### src/sv/amt_pkg.sv
// shared constants, types and helpers for the adaptive mean threshold block
package amt_pkg;

  // window and line geometry
  localparam int BLOCK_SIZE = 15;
  localparam int MAX_WIDTH  = 2048;
  localparam int HALF_B     = BLOCK_SIZE / 2;
  localparam int EXT_B      = BLOCK_SIZE - 1 - HALF_B;
  localparam int STORE_ROWS = BLOCK_SIZE - 1;
  localparam int NCELL      = BLOCK_SIZE;

  // field and register widths
  localparam int PIX_W  = 8;
  localparam int TOFF_W = 9;
  localparam int DIM_W  = 12;
  localparam int CFG_W  = 12;
  localparam int IDX_W  = 2;

  // derived widths
  localparam int COL_W    = $clog2(MAX_WIDTH);
  localparam int SLOT_W   = $clog2(STORE_ROWS);
  localparam int ROW_W    = DIM_W;
  localparam int CMP_W    = ((COL_W > DIM_W) ? COL_W : DIM_W) + 1;
  localparam int LS_DEPTH = STORE_ROWS * MAX_WIDTH;
  localparam int LS_AW    = $clog2(LS_DEPTH);
  localparam int CS_W     = $clog2(BLOCK_SIZE * 255 + 1);
  localparam int SUM_W    = $clog2(BLOCK_SIZE * BLOCK_SIZE * 255 + 1);
  localparam int PEND_W   = $clog2(EXT_B * MAX_WIDTH + EXT_B + 1);
  localparam int THR_W    = PIX_W + 3;

  // reciprocal of the window area for the truncated mean
  localparam int AREA       = BLOCK_SIZE * BLOCK_SIZE;
  localparam int MEAN_SHIFT = SUM_W + $clog2(AREA);
  localparam int RECIP_W    = SUM_W + 2;
  localparam logic [RECIP_W-1:0] RECIP = RECIP_W'(((64'd1 << MEAN_SHIFT) + AREA - 1) / AREA);

  // register indexes
  localparam logic [IDX_W-1:0] REG_OFFSET = 2'd0;
  localparam logic [IDX_W-1:0] REG_WIDTH  = 2'd1;
  localparam logic [IDX_W-1:0] REG_HEIGHT = 2'd2;

  // register reset values
  localparam logic [TOFF_W-1:0] TOFF_RESET   = 9'd5;
  localparam logic [DIM_W-1:0]  WIDTH_RESET  = 12'd640;
  localparam logic [DIM_W-1:0]  HEIGHT_RESET = 12'd480;

  // pixel values
  localparam logic [PIX_W-1:0] PIX_LOW  = 8'd0;
  localparam logic [PIX_W-1:0] PIX_HIGH = 8'd255;

  // raster position with line store ring slot
  typedef struct packed {
    logic [ROW_W-1:0]  row;
    logic [SLOT_W-1:0] slot;
    logic [COL_W-1:0]  col;
  } amt_pos_t;

  // one cell of the column sum chain
  typedef struct packed {
    logic            live;
    logic [CS_W-1:0] sum;
  } amt_cell_t;

  // store read request
  typedef struct packed {
    logic             en;
    logic [LS_AW-1:0] a_addr;
    logic [LS_AW-1:0] b_addr;
    logic [COL_W-1:0] cs_addr;
  } amt_rd_t;

  // store write request
  typedef struct packed {
    logic             en;
    logic [LS_AW-1:0] addr;
    logic [PIX_W-1:0] pix;
    logic             cs_en;
    logic [COL_W-1:0] cs_addr;
    logic [CS_W-1:0]  cs;
  } amt_wr_t;

  // line store address of a ring slot and column
  function automatic logic [LS_AW-1:0] ls_addr(logic [SLOT_W-1:0] slot, logic [COL_W-1:0] col);
    return LS_AW'(slot) * LS_AW'(MAX_WIDTH) + LS_AW'(col);
  endfunction

  // step a raster position by one pixel
  function automatic amt_pos_t pos_advance(amt_pos_t p, logic [DIM_W-1:0] w,
                                           logic [DIM_W-1:0] h);
    amt_pos_t         n;
    logic [CMP_W-1:0] c1;
    logic [DIM_W:0]   r1;
    n  = p;
    c1 = CMP_W'(p.col) + CMP_W'(1);
    r1 = {1'b0, p.row} + (DIM_W + 1)'(1);
    if (c1 >= CMP_W'(w)) begin
      n.col  = '0;
      n.slot = (p.slot == SLOT_W'(STORE_ROWS - 1)) ? '0 : p.slot + SLOT_W'(1);
      n.row  = (r1 >= {1'b0, h}) ? '0 : r1[ROW_W-1:0];
    end else begin
      n.col = p.col + COL_W'(1);
    end
    return n;
  endfunction

endpackage

### src/sv/amt_cell.sv
// one cell of the column sum chain: holds a column sum and whether it lies in the current row
module amt_cell import amt_pkg::*; (
  input  logic      clk_i,
  input  logic      rst_ni,
  input  logic      shift_i,
  input  logic      kill_i,
  input  amt_cell_t d_i,
  output amt_cell_t q_o
);

  logic            live_q, live_d;
  logic [CS_W-1:0] sum_q;

  // a new row start drops everything older than the first column
  assign live_d = d_i.live & ~kill_i;

  always_ff @(posedge clk_i or negedge rst_ni) begin
    if (!rst_ni) begin
      live_q <= 1'b0;
    end else if (shift_i) begin
      live_q <= live_d;
    end
  end

  always_ff @(posedge clk_i) begin
    if (shift_i) begin
      sum_q <= d_i.sum;
    end
  end

  assign q_o.live = live_q;
  assign q_o.sum  = sum_q;

endmodule

### src/sv/amt_window.sv
// sliding window sum over a chain of column sum cells, and the truncated window mean
module amt_window import amt_pkg::*; (
  input  logic             clk_i,
  input  logic             rst_ni,
  input  logic             shift_i,
  input  logic             row_start_i,
  input  logic [CS_W-1:0]  cs_i,
  input  logic             mean_en_i,
  output logic [PIX_W-1:0] mean_o
);

  amt_cell_t                   chain [NCELL];
  logic [SUM_W-1:0]            ws_q, ws_d;
  logic [SUM_W-1:0]            drop;
  logic [SUM_W+RECIP_W-1:0]    prod;
  logic [PIX_W-1:0]            mean_q;

  // chain of cells, newest column sum enters at cell zero
  for (genvar k = 0; k < NCELL; k++) begin : g_cell
    amt_cell_t cell_d;
    logic      cell_kill;
    if (k == 0) begin : g_head
      assign cell_d.live = 1'b1;
      assign cell_d.sum  = cs_i;
      assign cell_kill   = 1'b0;
    end else begin : g_body
      assign cell_d    = chain[k-1];
      assign cell_kill = row_start_i;
    end
    amt_cell u_cell (
      .clk_i   (clk_i),
      .rst_ni  (rst_ni),
      .shift_i (shift_i),
      .kill_i  (cell_kill),
      .d_i     (cell_d),
      .q_o     (chain[k])
    );
  end

  // the last cell holds the column leaving the window
  assign drop = chain[NCELL-1].live ? SUM_W'(chain[NCELL-1].sum) : '0;
  assign ws_d = row_start_i ? SUM_W'(cs_i) : ws_q + SUM_W'(cs_i) - drop;

  always_ff @(posedge clk_i or negedge rst_ni) begin
    if (!rst_ni) begin
      ws_q <= '0;
    end else if (shift_i) begin
      ws_q <= ws_d;
    end
  end

  // mean by reciprocal multiply, registered
  assign prod = (SUM_W + RECIP_W)'(ws_q) * (SUM_W + RECIP_W)'(RECIP);

  always_ff @(posedge clk_i) begin
    if (mean_en_i) begin
      mean_q <= prod[MEAN_SHIFT +: PIX_W];
    end
  end

  assign mean_o = mean_q;

endmodule

### config.mk
export PLATFORM = sky130hd
export DESIGN_NAME = amt_window
export DESIGN_NICKNAME = d
export VERILOG_FILES = /design/src/sv/amt_pkg.sv /design/src/sv/amt_cell.sv /design/src/sv/amt_window.sv
export SDC_FILE = /design/constraint.sdc
export NUM_CORES = 1
export LEC_CHECK = 0
export ABC_AREA = 1
export BUFFER_PORTS_ARGS = -buffer_cell sky130_fd_sc_hd__buf_2
export CORE_ASPECT_RATIO = 1.75
export CORE_UTILIZATION = 64
export CTS_CLUSTER_DIAMETER = 60
export DETAILED_ROUTE_END_ITERATION = 7
export PLACE_DENSITY = 0.78
export SYNTH_ARGS = -nofsm -noshare
export SYNTH_HDL_FRONTEND = slang
export SYNTH_SLANG_ARGS = --single-unit
### constraint.sdc
create_clock -name clk_i -period 5.8 [get_ports clk_i]
set_clock_uncertainty 0.05 [all_clocks]
set_input_delay 0.29 -clock clk_i [delete_from_list [all_inputs] [get_ports clk_i]]
set_output_delay 0.29 -clock clk_i [all_outputs]
set_load 0.03 [all_outputs]
== Word-level counts from Yosys, hierarchy flattened ==
Index checks and enable logic that the tools add are counted.

* Logic and storage cells: 52
* Register bits: 219
* Output and inout port bits: 8

* Bitwise gates (word level): 15
* $mul: 1
* Multiplexer cells: 2
* $add $sub $neg: 2

{| class="wikitable"
|+ Operators with widths
! cell !! number
|-
| multiplier 16 x 16 -> 31 bit, second input constant || 1
|-
| adder 16 x 12 -> 16 bit || 1
|-
| two-way mux 16 bit || 1
|-
| subtractor 16 x 12 -> 16 bit || 1
|-
| bitwise AND 1 bit || 14
|-
| two-way mux 12 bit || 1
|-
| NOT 1 bit || 1
|}

== Depth between registers and ports, before layout ==
Gate-level depths: netlist of run 1.

* Depth after elaboration: 3
* Gate-level depth with buffers: 21
* Depth with buffers taken out: 21

== Hierarchy ==
Synthesis of run 1 repeated with hierarchy kept, for this count alone.

* Cell total of the unflattened synthesis: 1204
* Area, all modules: 12928.6 sq um

{| class="wikitable"
|+ Modules (own cells, without submodules)
! module !! area each (sq um) !! cells an instance !! times used
|-
| amt_window || 6735.2 || 919 || 1
|-
| amt_cell || 412.9 || 19 || 15
|}

== Worst setup path after synthesis of run 1 ==
No wires, ideal clock.

* Path kind: flip-flop to flip-flop
* Start: register ws_q[8]
* End: register mean_q[0], in the netlist mean_o[0], data pin
* Stages on the path, launching flop included: 22
* Buffers on the path: 0
* Setup time: 0.252 ns
* Path slack: 1.332 ns
* Data arrival time: 4.166 ns
* Period minus slack after synthesis: 4.468 ns
* Required time: 5.498 ns
* Cell sequence: dfrtp_1 -> ha_1 -> ha_1 -> inv_1 -> fa_1 -> inv_1 -> fa_1 -> fa_1 -> inv_1 -> fa_1 -> inv_1 -> ha_1 -> nand2_1 -> inv_1 -> nand3_2 -> inv_1 -> nand2_1 -> nand2_1 -> nor2_1 -> nand2_1 -> nand2_1 -> nand2_1

* Word-level cells in the longest chain between the ends: 1

{| class="wikitable"
|+ RTL lines
! element !! RTL line !! text
|-
| from (decl) || amt_window.sv:13 || <nowiki>logic [SUM_W-1:0] ws_q, ws_d;</nowiki>
|-
| from (signal assigned) || amt_window.sv:48 || <nowiki>ws_q <= ws_d;</nowiki>
|-
| multiplier 16 x 16 -> 31 bit || amt_window.sv:53 || <nowiki>assign prod = (SUM_W + RECIP_W)'(ws_q) * (SUM_W + RECIP_W)'(RECIP);</nowiki>
|-
| via prod[24] || amt_window.sv:15 || <nowiki>logic [SUM_W+RECIP_W-1:0] prod;</nowiki>
|-
| to (signal assigned) || amt_window.sv:57 || <nowiki>mean_q <= prod[MEAN_SHIFT +: PIX_W];</nowiki>
|-
| to (decl) || amt_window.sv:16 || <nowiki>logic [PIX_W-1:0] mean_q;</nowiki>
|}

The timed path passes the listed nets, and every way through them passes these cells.
A chain may end at the register's enable or synchronous reset.

== Worst setup path in the final report of run 1 ==
* Start: register ws_q[5]
* End: register mean_q[7], in the netlist mean_o[7], data pin

The elaborated chain is that of the path after synthesis.

==> reports/results.tsv, run 1 <==
stage	metric	value	unit
place	place_area	13100	µm²
clock_network	htree_num_levels	1	
sta	period_minus_slack	5.41	ns
synthesis	syn_avg_cell_area	10.9	µm²
clock_network	cts_resized	0	
layout	antennaDiodeCount	0	
detailed_routing	routed_wl	26.6	mm
synthesis	yosys.area.top_type	edfxtp_1	
clock_network	root_buffer	clkbuf_16	
global_routing	grt_pass1_vias	8457	
sta	rsz0062_at_grt	false	
detailed_routing	drt_iter0_drc	318	
synthesis	synth_xor_area_share	0.551	%
clock_network	cts_max_path_buffers	3	
critical_path	worst_path_max_delay_cell	dfrtp_1	
critical_path	r2r_end	mean_o[7]	
synthesis	synthMuxAreaShare	0	%
critical_path	cp-start-kind	flip-flop	
layout	syn_to_final_growth	9.89	%
detailed_routing	drc	0	
critical_path	arrival	5.62	ns
global_routing	overflow	0	
synthesis	syn_area	12700	µm²
critical_path	timing.rr.start	ws_q[5]	
synthesis	synth_ff_type	edfxtp_1	
synthesis	yosys-top-cells-area	edfxtp_1, ha_1, fa_1	
floorplanning	die_h	188	µm
status	status	finished, final reports clean	
place	port_buffers	24	
critical_path	cpLargestDelayFamily	adder cells	
clock_network	clk_latency	0.51	ns
synthesis	synth_compound_area_share	3.12	%
detailed_routing	viasPerCell	5.44	
critical_path	setup.reg_to_reg.worst_slack	0.39	ns
place	place_ws	0.527	ns
min_path	worstHoldPathCells	1	
synthesis	synth_edf_count	188	
synthesis	syn-num-nets	1404	
critical_path	cp_max_fo	9	
floorplanning	core	19300	µm²
global_routing	grt_max_degree	85	
layout	drive_gt1_share	6.08	%
global_routing	grt_pass1_wl	42.1	mm
detailed_routing	detail-route-antenna-nets	0	
synthesis	yosysWarnings	0	
synthesis	synth-seq-area-share	50.5	%
min_path	worstHoldPathType	in2reg	
synthesis	synth_seq_cells	219	
detailed_routing	wl_per_cell	18.1	µm
floorplanning	initial_core_util	66.0	%
floorplanning	io_pins	25	
run	drv_cap	0	
synthesis	synthArstFlopShare	14.2	%
clock_network	path_clk_slew	0.07	ns
detailed_routing	num_vias	8022	
sta	finalHoldViolations	0	
synthesis	synth_fa_ha_area_share	25.7	%
sta	fmax	185	MHz
place	dp_hpwl	19.4	mm
sta	fin_crit_sh	93.3	%
sta	relSlewSlack	35.4	%
sta	finalSetupViolations	0	
place	gp_congestion	0.959	
critical_path	startpoint	ws_q[5]	
sta	timing.setup.tns	0	ns
min_path	min-delay-start	mean_en_i	
clock_network	cts-buffers-inserted	21	
critical_path	end_kind	flip-flop	
sta	slew_violations	0	
global_routing	antenna_found_initial	0	
floorplanning	fp.dieW	109	µm
critical_path	path_buf_inv	5	
synthesis	postSynthCellCount	1164	
critical_path	worstSetupPathType	reg2reg	
layout	fin_area	14000	µm²
floorplanning	dieArea	20500	µm²
min_path	whs_endpoint	mean_o[2]	
layout	final_nets	1459	
critical_path	r2r_cells	19	
floorplanning	row_count	67	
detailed_routing	firstDrtPassIters	5	
clock_network	cts.sinks	219	
critical_path	cp_cell_sequence	ha_1 > ha_1 > fa_1 > inv_1 > fa_1 > inv_1 > fa_1 > inv_1 > fa_1 > inv_1 > ha_1 > nand2_1 > inv_1 > a21oi_1 > nand3_1 > nand2_1 > nand2_1 > nand2_1 > nand2_1	
clock_network	tritoncts	done	
layout	post-route-util	72.5	%
synthesis	synth_top_family_by_area	adder cells	
synthesis	yosysUniqueCellTypes	33	
synthesis	yosys.area_share.simple	12.4	%
sta	worst_slack	0.386	ns
sta	worstMarginPinSlew	0.970	ns
global_routing	gr-usage-all-layers	27.9	%
critical_path	max_stage_delay	0.63	ns
critical_path	crit_required	6.01	ns
synthesis	synth_top_area_share	44.4	%
-- cell usage in the layout, fill, tap and decap left out, drive strengths merged --
cell type and instances:
clkinvlp 1, buf 27, nand3 59, a21oi 35, o21ai 12, dlygate4sd3 13
fa 63, nor2 53, ha 160, edfxtp 188, o21bai 3, xor2 2
o22ai 15, nor3 9, clkbuf 24, bufinv 3, clkinv 6, xnor2 6
o211ai 1, nand3b 1, a21o 2, inv 258, nand2 252, and2 1
nand4 6, dfrtp 31, a22oi 1, a31oi 1
-- worst max path at each step --
stage,endpoint,slack (ns),depth (start not counted)
floorplan,mean_o[0],1.33,21
global placement,mean_o[7],0.52,19
detailed placement,mean_o[7],0.53,19
CTS,mean_o[7],0.47,19
global route,mean_o[7],0.17,19
finish,mean_o[7],0.39,19
-- layout make-up --
cell class	count	area, µm²
clock inverters	13	161
fillers	1384	5310
multi-input cells	682	5310
repair buffers	40	279
well taps	241	302
flip-flops and latches	219	6420
clock buffers	24	547
inverters	255	957
-- flip-flops by register name (all words and copies together) (netlist names) --
| register | cells |
|---|---|
| g_cell.u_cell.sum_q | 180 |
| mean_o | 8 |
| g_cell.u_cell.live_q | 15 |
| ws_q | 16 |
-- logic make-up (layout without fill, tap and decap cells) --
| group | after synthesis | in the layout |
|---|---|---|
| xor gates and xnor gates | 8 | 8 |
| and+or+nand+nor | 381 | 381 |
| buffers and inverters | 263 | 332 |
| AOI/OAI and AO/OA | 70 | 70 |
| DFF | 219 | 219 |
| adders and majority gates | 223 | 223 |
-- Yosys cell counts, types with 2 or more instances --
library cell    n
inv_1         253
nand2_1       249
edfxtp_1      188
ha_1          160
fa_1           63
nand3_1        57
nor2_1         51
a21oi_1        33
dfrtp_1        31
o22ai_1        15
o21ai_0        11
clkbuf_1        7
nand4_1         6
nor3_1          6
xnor2_1         6
nand2_2         3
nor3_2          3
o21bai_1        3
a21oi_2         2
inv_2           2
nand3_2         2
xor2_1          2
-- routing by layer --
layer / track usage, % / vias to the layer above / wire, µm / share of wire, %
li1: - / 3907 / - / -
met4: 15.6 / 0 / 1680 / 6.3
met3: 3.29 / 79 / 952 / 3.6
met2: 51.9 / 181 / 14300 / 54
met5: 0 / - / 0 / 0
met1: 29.7 / 3855 / 9740 / 37
-- metrics by stage --
step | std cells | hold WS, ns
after floorplan | 1164 | -0.0556
after global placement | 1424 | 0.350
after detailed placement | 1424 | 0.355
after CTS | 1474 | 0.0858
after global routing | 1474 | 0.0941
final | 1474 | 0.0920
-- timing repair --
action,4_1_cts,5_1_grt
endpoints found under the hold margin,44,0
hold buffers,13,0
buffers inserted,0,0
Power of run 1 is not shown: default switching activity piles up to over one toggle a cycle in this logic, so the estimate is an artifact.
==> run 2, diff against run 1 <==
CORE_UTILIZATION = 65   (was 64)
CTS_BUF_LIST = sky130_fd_sc_hd__clkbuf_8   (was default)
PLACE_DENSITY = 0.79   (was 0.78)
==> run 2 against run 1 <==
Maximum frequency increased by 5.9%. Die area decreased by 1.5%. Global-route usage decreased by 1.1 points. Non-clock buffer count decreased by 2. Critical path depth unchanged. First-iteration DRC count unchanged. Cell area decreased by 1.0%. Sequential share of layout area increased by 0.47 points. Register-to-register slack improved by 0.30 ns. Flip-flop and latch count unchanged. Utilization decreased by 0.42 points.
==> reports/results.tsv, run 2 (synthesized netlist as in run 1, its figures left out) <==
stage	metric	value	unit	change
status	status	finished, final reports clean		
layout	final_common_cell	inv_1		
sta	hold_slack	0.0401	ns	-0.0519 ns
layout	reg_top3	g_cell.u_cell.sum_q: 180 flops, ws_q: 16 flops, g_cell.u_cell.live_q: 15 flops		
sta	finalHoldViolations	0		unchanged
min_path	worstHoldPathCells	1		unchanged
min_path	min-delay-start	mean_en_i		
min_path	whs_endpoint	mean_o[6]		
clock_network	htree_num_levels	1		unchanged
global_routing	grt_max_degree	121		+42%
critical_path	crit_required	6.07	ns	+0.06 ns
layout	final_nets	1467		+0.55%
clock_network	clk_latency	0.57	ns	+0.06 ns
critical_path	timing.rr.start	ws_q[5]		
sta	finalSetupViolations	0		unchanged
layout	layout_common_cells	inv_1, nand2_1, edfxtp_1		
critical_path	arrival	5.38	ns	-0.24 ns
global_routing	gr-usage-all-layers	26.9	%	-1.1 points
clock_network	cts_resized	0		unchanged
sta	worstMarginPinSlew	0.992	ns	+0.0224 ns
clock_network	cts.sinks	219		unchanged
layout	largest_register_ffs	180		unchanged
global_routing	overflow	0		unchanged
global_routing	antenna_found_initial	0		unchanged
floorplanning	initial_core_util	66.3	%	+0.29 points
detailed_routing	detail-route-antenna-nets	0		unchanged
layout	drive_gt1_share	6.72	%	+0.64 points
critical_path	r2r_cells	19		unchanged
detailed_routing	wl_per_cell	17.0	µm	-5.9%
run	drv_cap	0		unchanged
clock_network	root_buffer	clkbuf_8		
place	dp_hpwl	18.9	mm	-2.4%
clock_network	cts_max_path_buffers	3		unchanged
detailed_routing	drt_iter0_drc	318		unchanged
layout	syn_to_final_growth	8.78	%	
critical_path	worstSetupPathType	reg2reg		
sta	rsz0062_at_grt	false		
detailed_routing	routed_wl	25.4	mm	-4.8%
sta	relSlewSlack	33.9	%	-1.5 points
clock_network	path_clk_slew	0.07	ns	about the same
global_routing	grt_pass1_wl	40.8	mm	-3.2%
min_path	worstHoldPathType	in2reg		
place	port_buffers	24		unchanged
global_routing	grt_pass1_vias	8447		-0.12%
detailed_routing	firstDrtPassIters	5		unchanged
critical_path	setup.reg_to_reg.worst_slack	0.69	ns	+0.30 ns
sta	fmax	196	MHz	+5.9%
sta	slew_violations	0		unchanged
sta	timing.setup.tns	0	ns	unchanged
critical_path	cp_cell_sequence	ha_1 > ha_1 > fa_1 > inv_1 > fa_1 > inv_1 > fa_1 > inv_1 > fa_1 > inv_1 > ha_1 > nand2_1 > inv_1 > a21oi_1 > nand3_1 > nand2_1 > nand2_1 > nand2_1 > nand2_1		
floorplanning	core	19200	µm²	-0.43%
floorplanning	die_h	187	µm	-0.76%
layout	largest-register	g_cell.u_cell.sum_q		
critical_path	end_kind	flip-flop		
place	gp_congestion	0.910		-5.1%
clock_network	tritoncts	done		
floorplanning	fp.dieW	108	µm	-0.76%
layout	antennaDiodeCount	0		unchanged
detailed_routing	drc	0		unchanged
critical_path	max_stage_delay	0.67	ns	+0.04 ns
sta	fin_crit_sh	88.2	%	-5.2 points
floorplanning	io_pins	25		unchanged
detailed_routing	num_vias	7994		-0.35%
critical_path	cp_max_fo	9		unchanged
critical_path	r2r_end	mean_o[7]		
critical_path	cp-start-kind	flip-flop		
floorplanning	row_count	67		unchanged
sta	period_minus_slack	5.11	ns	-0.300 ns
critical_path	worst_path_max_delay_cell	dfrtp_1		
detailed_routing	viasPerCell	5.36		-1.5%
clock_network	cts-buffers-inserted	31		+48%
floorplanning	dieArea	20200	µm²	-1.5%
[run 2: per-layer routing]
| metal | vias to the layer above | track usage [%] | share of wire (%) |
|---|---|---|---|
| met2 | 189 | 50.3 | 54 |
| met5 | - | 0 | 0 |
| li1 | 3920 | - | - |
| met4 | 0 | 12.2 | 4.3 |
| met3 | 71 | 3.10 | 3.9 |
| met1 | 3814 | 29.7 | 38 |
[run 2: layout make-up]
type	instances	area, µm²
clock buffer	34	468
clock inverter	22	114
fill	1376	5360
inverter	255	957
multi-input combinational	682	5310
sequential	219	6420
tap	241	302
timing repair buffer	38	264
[run 2: repair_timing]
action	4_1_cts	5_1_grt
hold buffers	13	0
buffers inserted	0	0
endpoints found under the hold margin	46	0
[run 2: worst max-delay path by stage]
stage | from | to | slack, ns | cells past startpoint
after floorplan | ws_q[8] | mean_o[0] | 1.33 | 21
after global placement | ws_q[5] | mean_o[7] | 0.67 | 19
after detailed placement | ws_q[5] | mean_o[7] | 0.68 | 19
after CTS | ws_q[5] | mean_o[7] | 0.67 | 19
after global routing | ws_q[5] | mean_o[7] | 0.49 | 19
final | ws_q[5] | mean_o[7] | 0.69 | 19
[run 2: worst max-delay path: cells and delay by family, from the launching register on]
family,cells,cell delay [ns]
buffers and inverters,5,0.28
flip-flops,1,0.67
AND/OR/NAND/NOR,6,0.67
AO/OA/AOI/OAI,1,0.26
adder cells (fa/ha/maj),7,2.93
[run 2: stage by stage]
stage / util, % / instance area, µm² / cells / setup slack (ns)
2_1_floorplan: - / 12700 / 1164 / 1.33
3_3_place_gp: 68.4 / 13100 / 1422 / 0.671
3_5_place_dp: 68.4 / 13100 / 1422 / 0.675
4_1_cts: 72.1 / 13800 / 1491 / 0.667
5_1_grt: 72.1 / 13800 / 1491 / 0.491
6_report: 72.1 / 13800 / 1491 / 0.687
Power of run 2 is left out for the same reason.
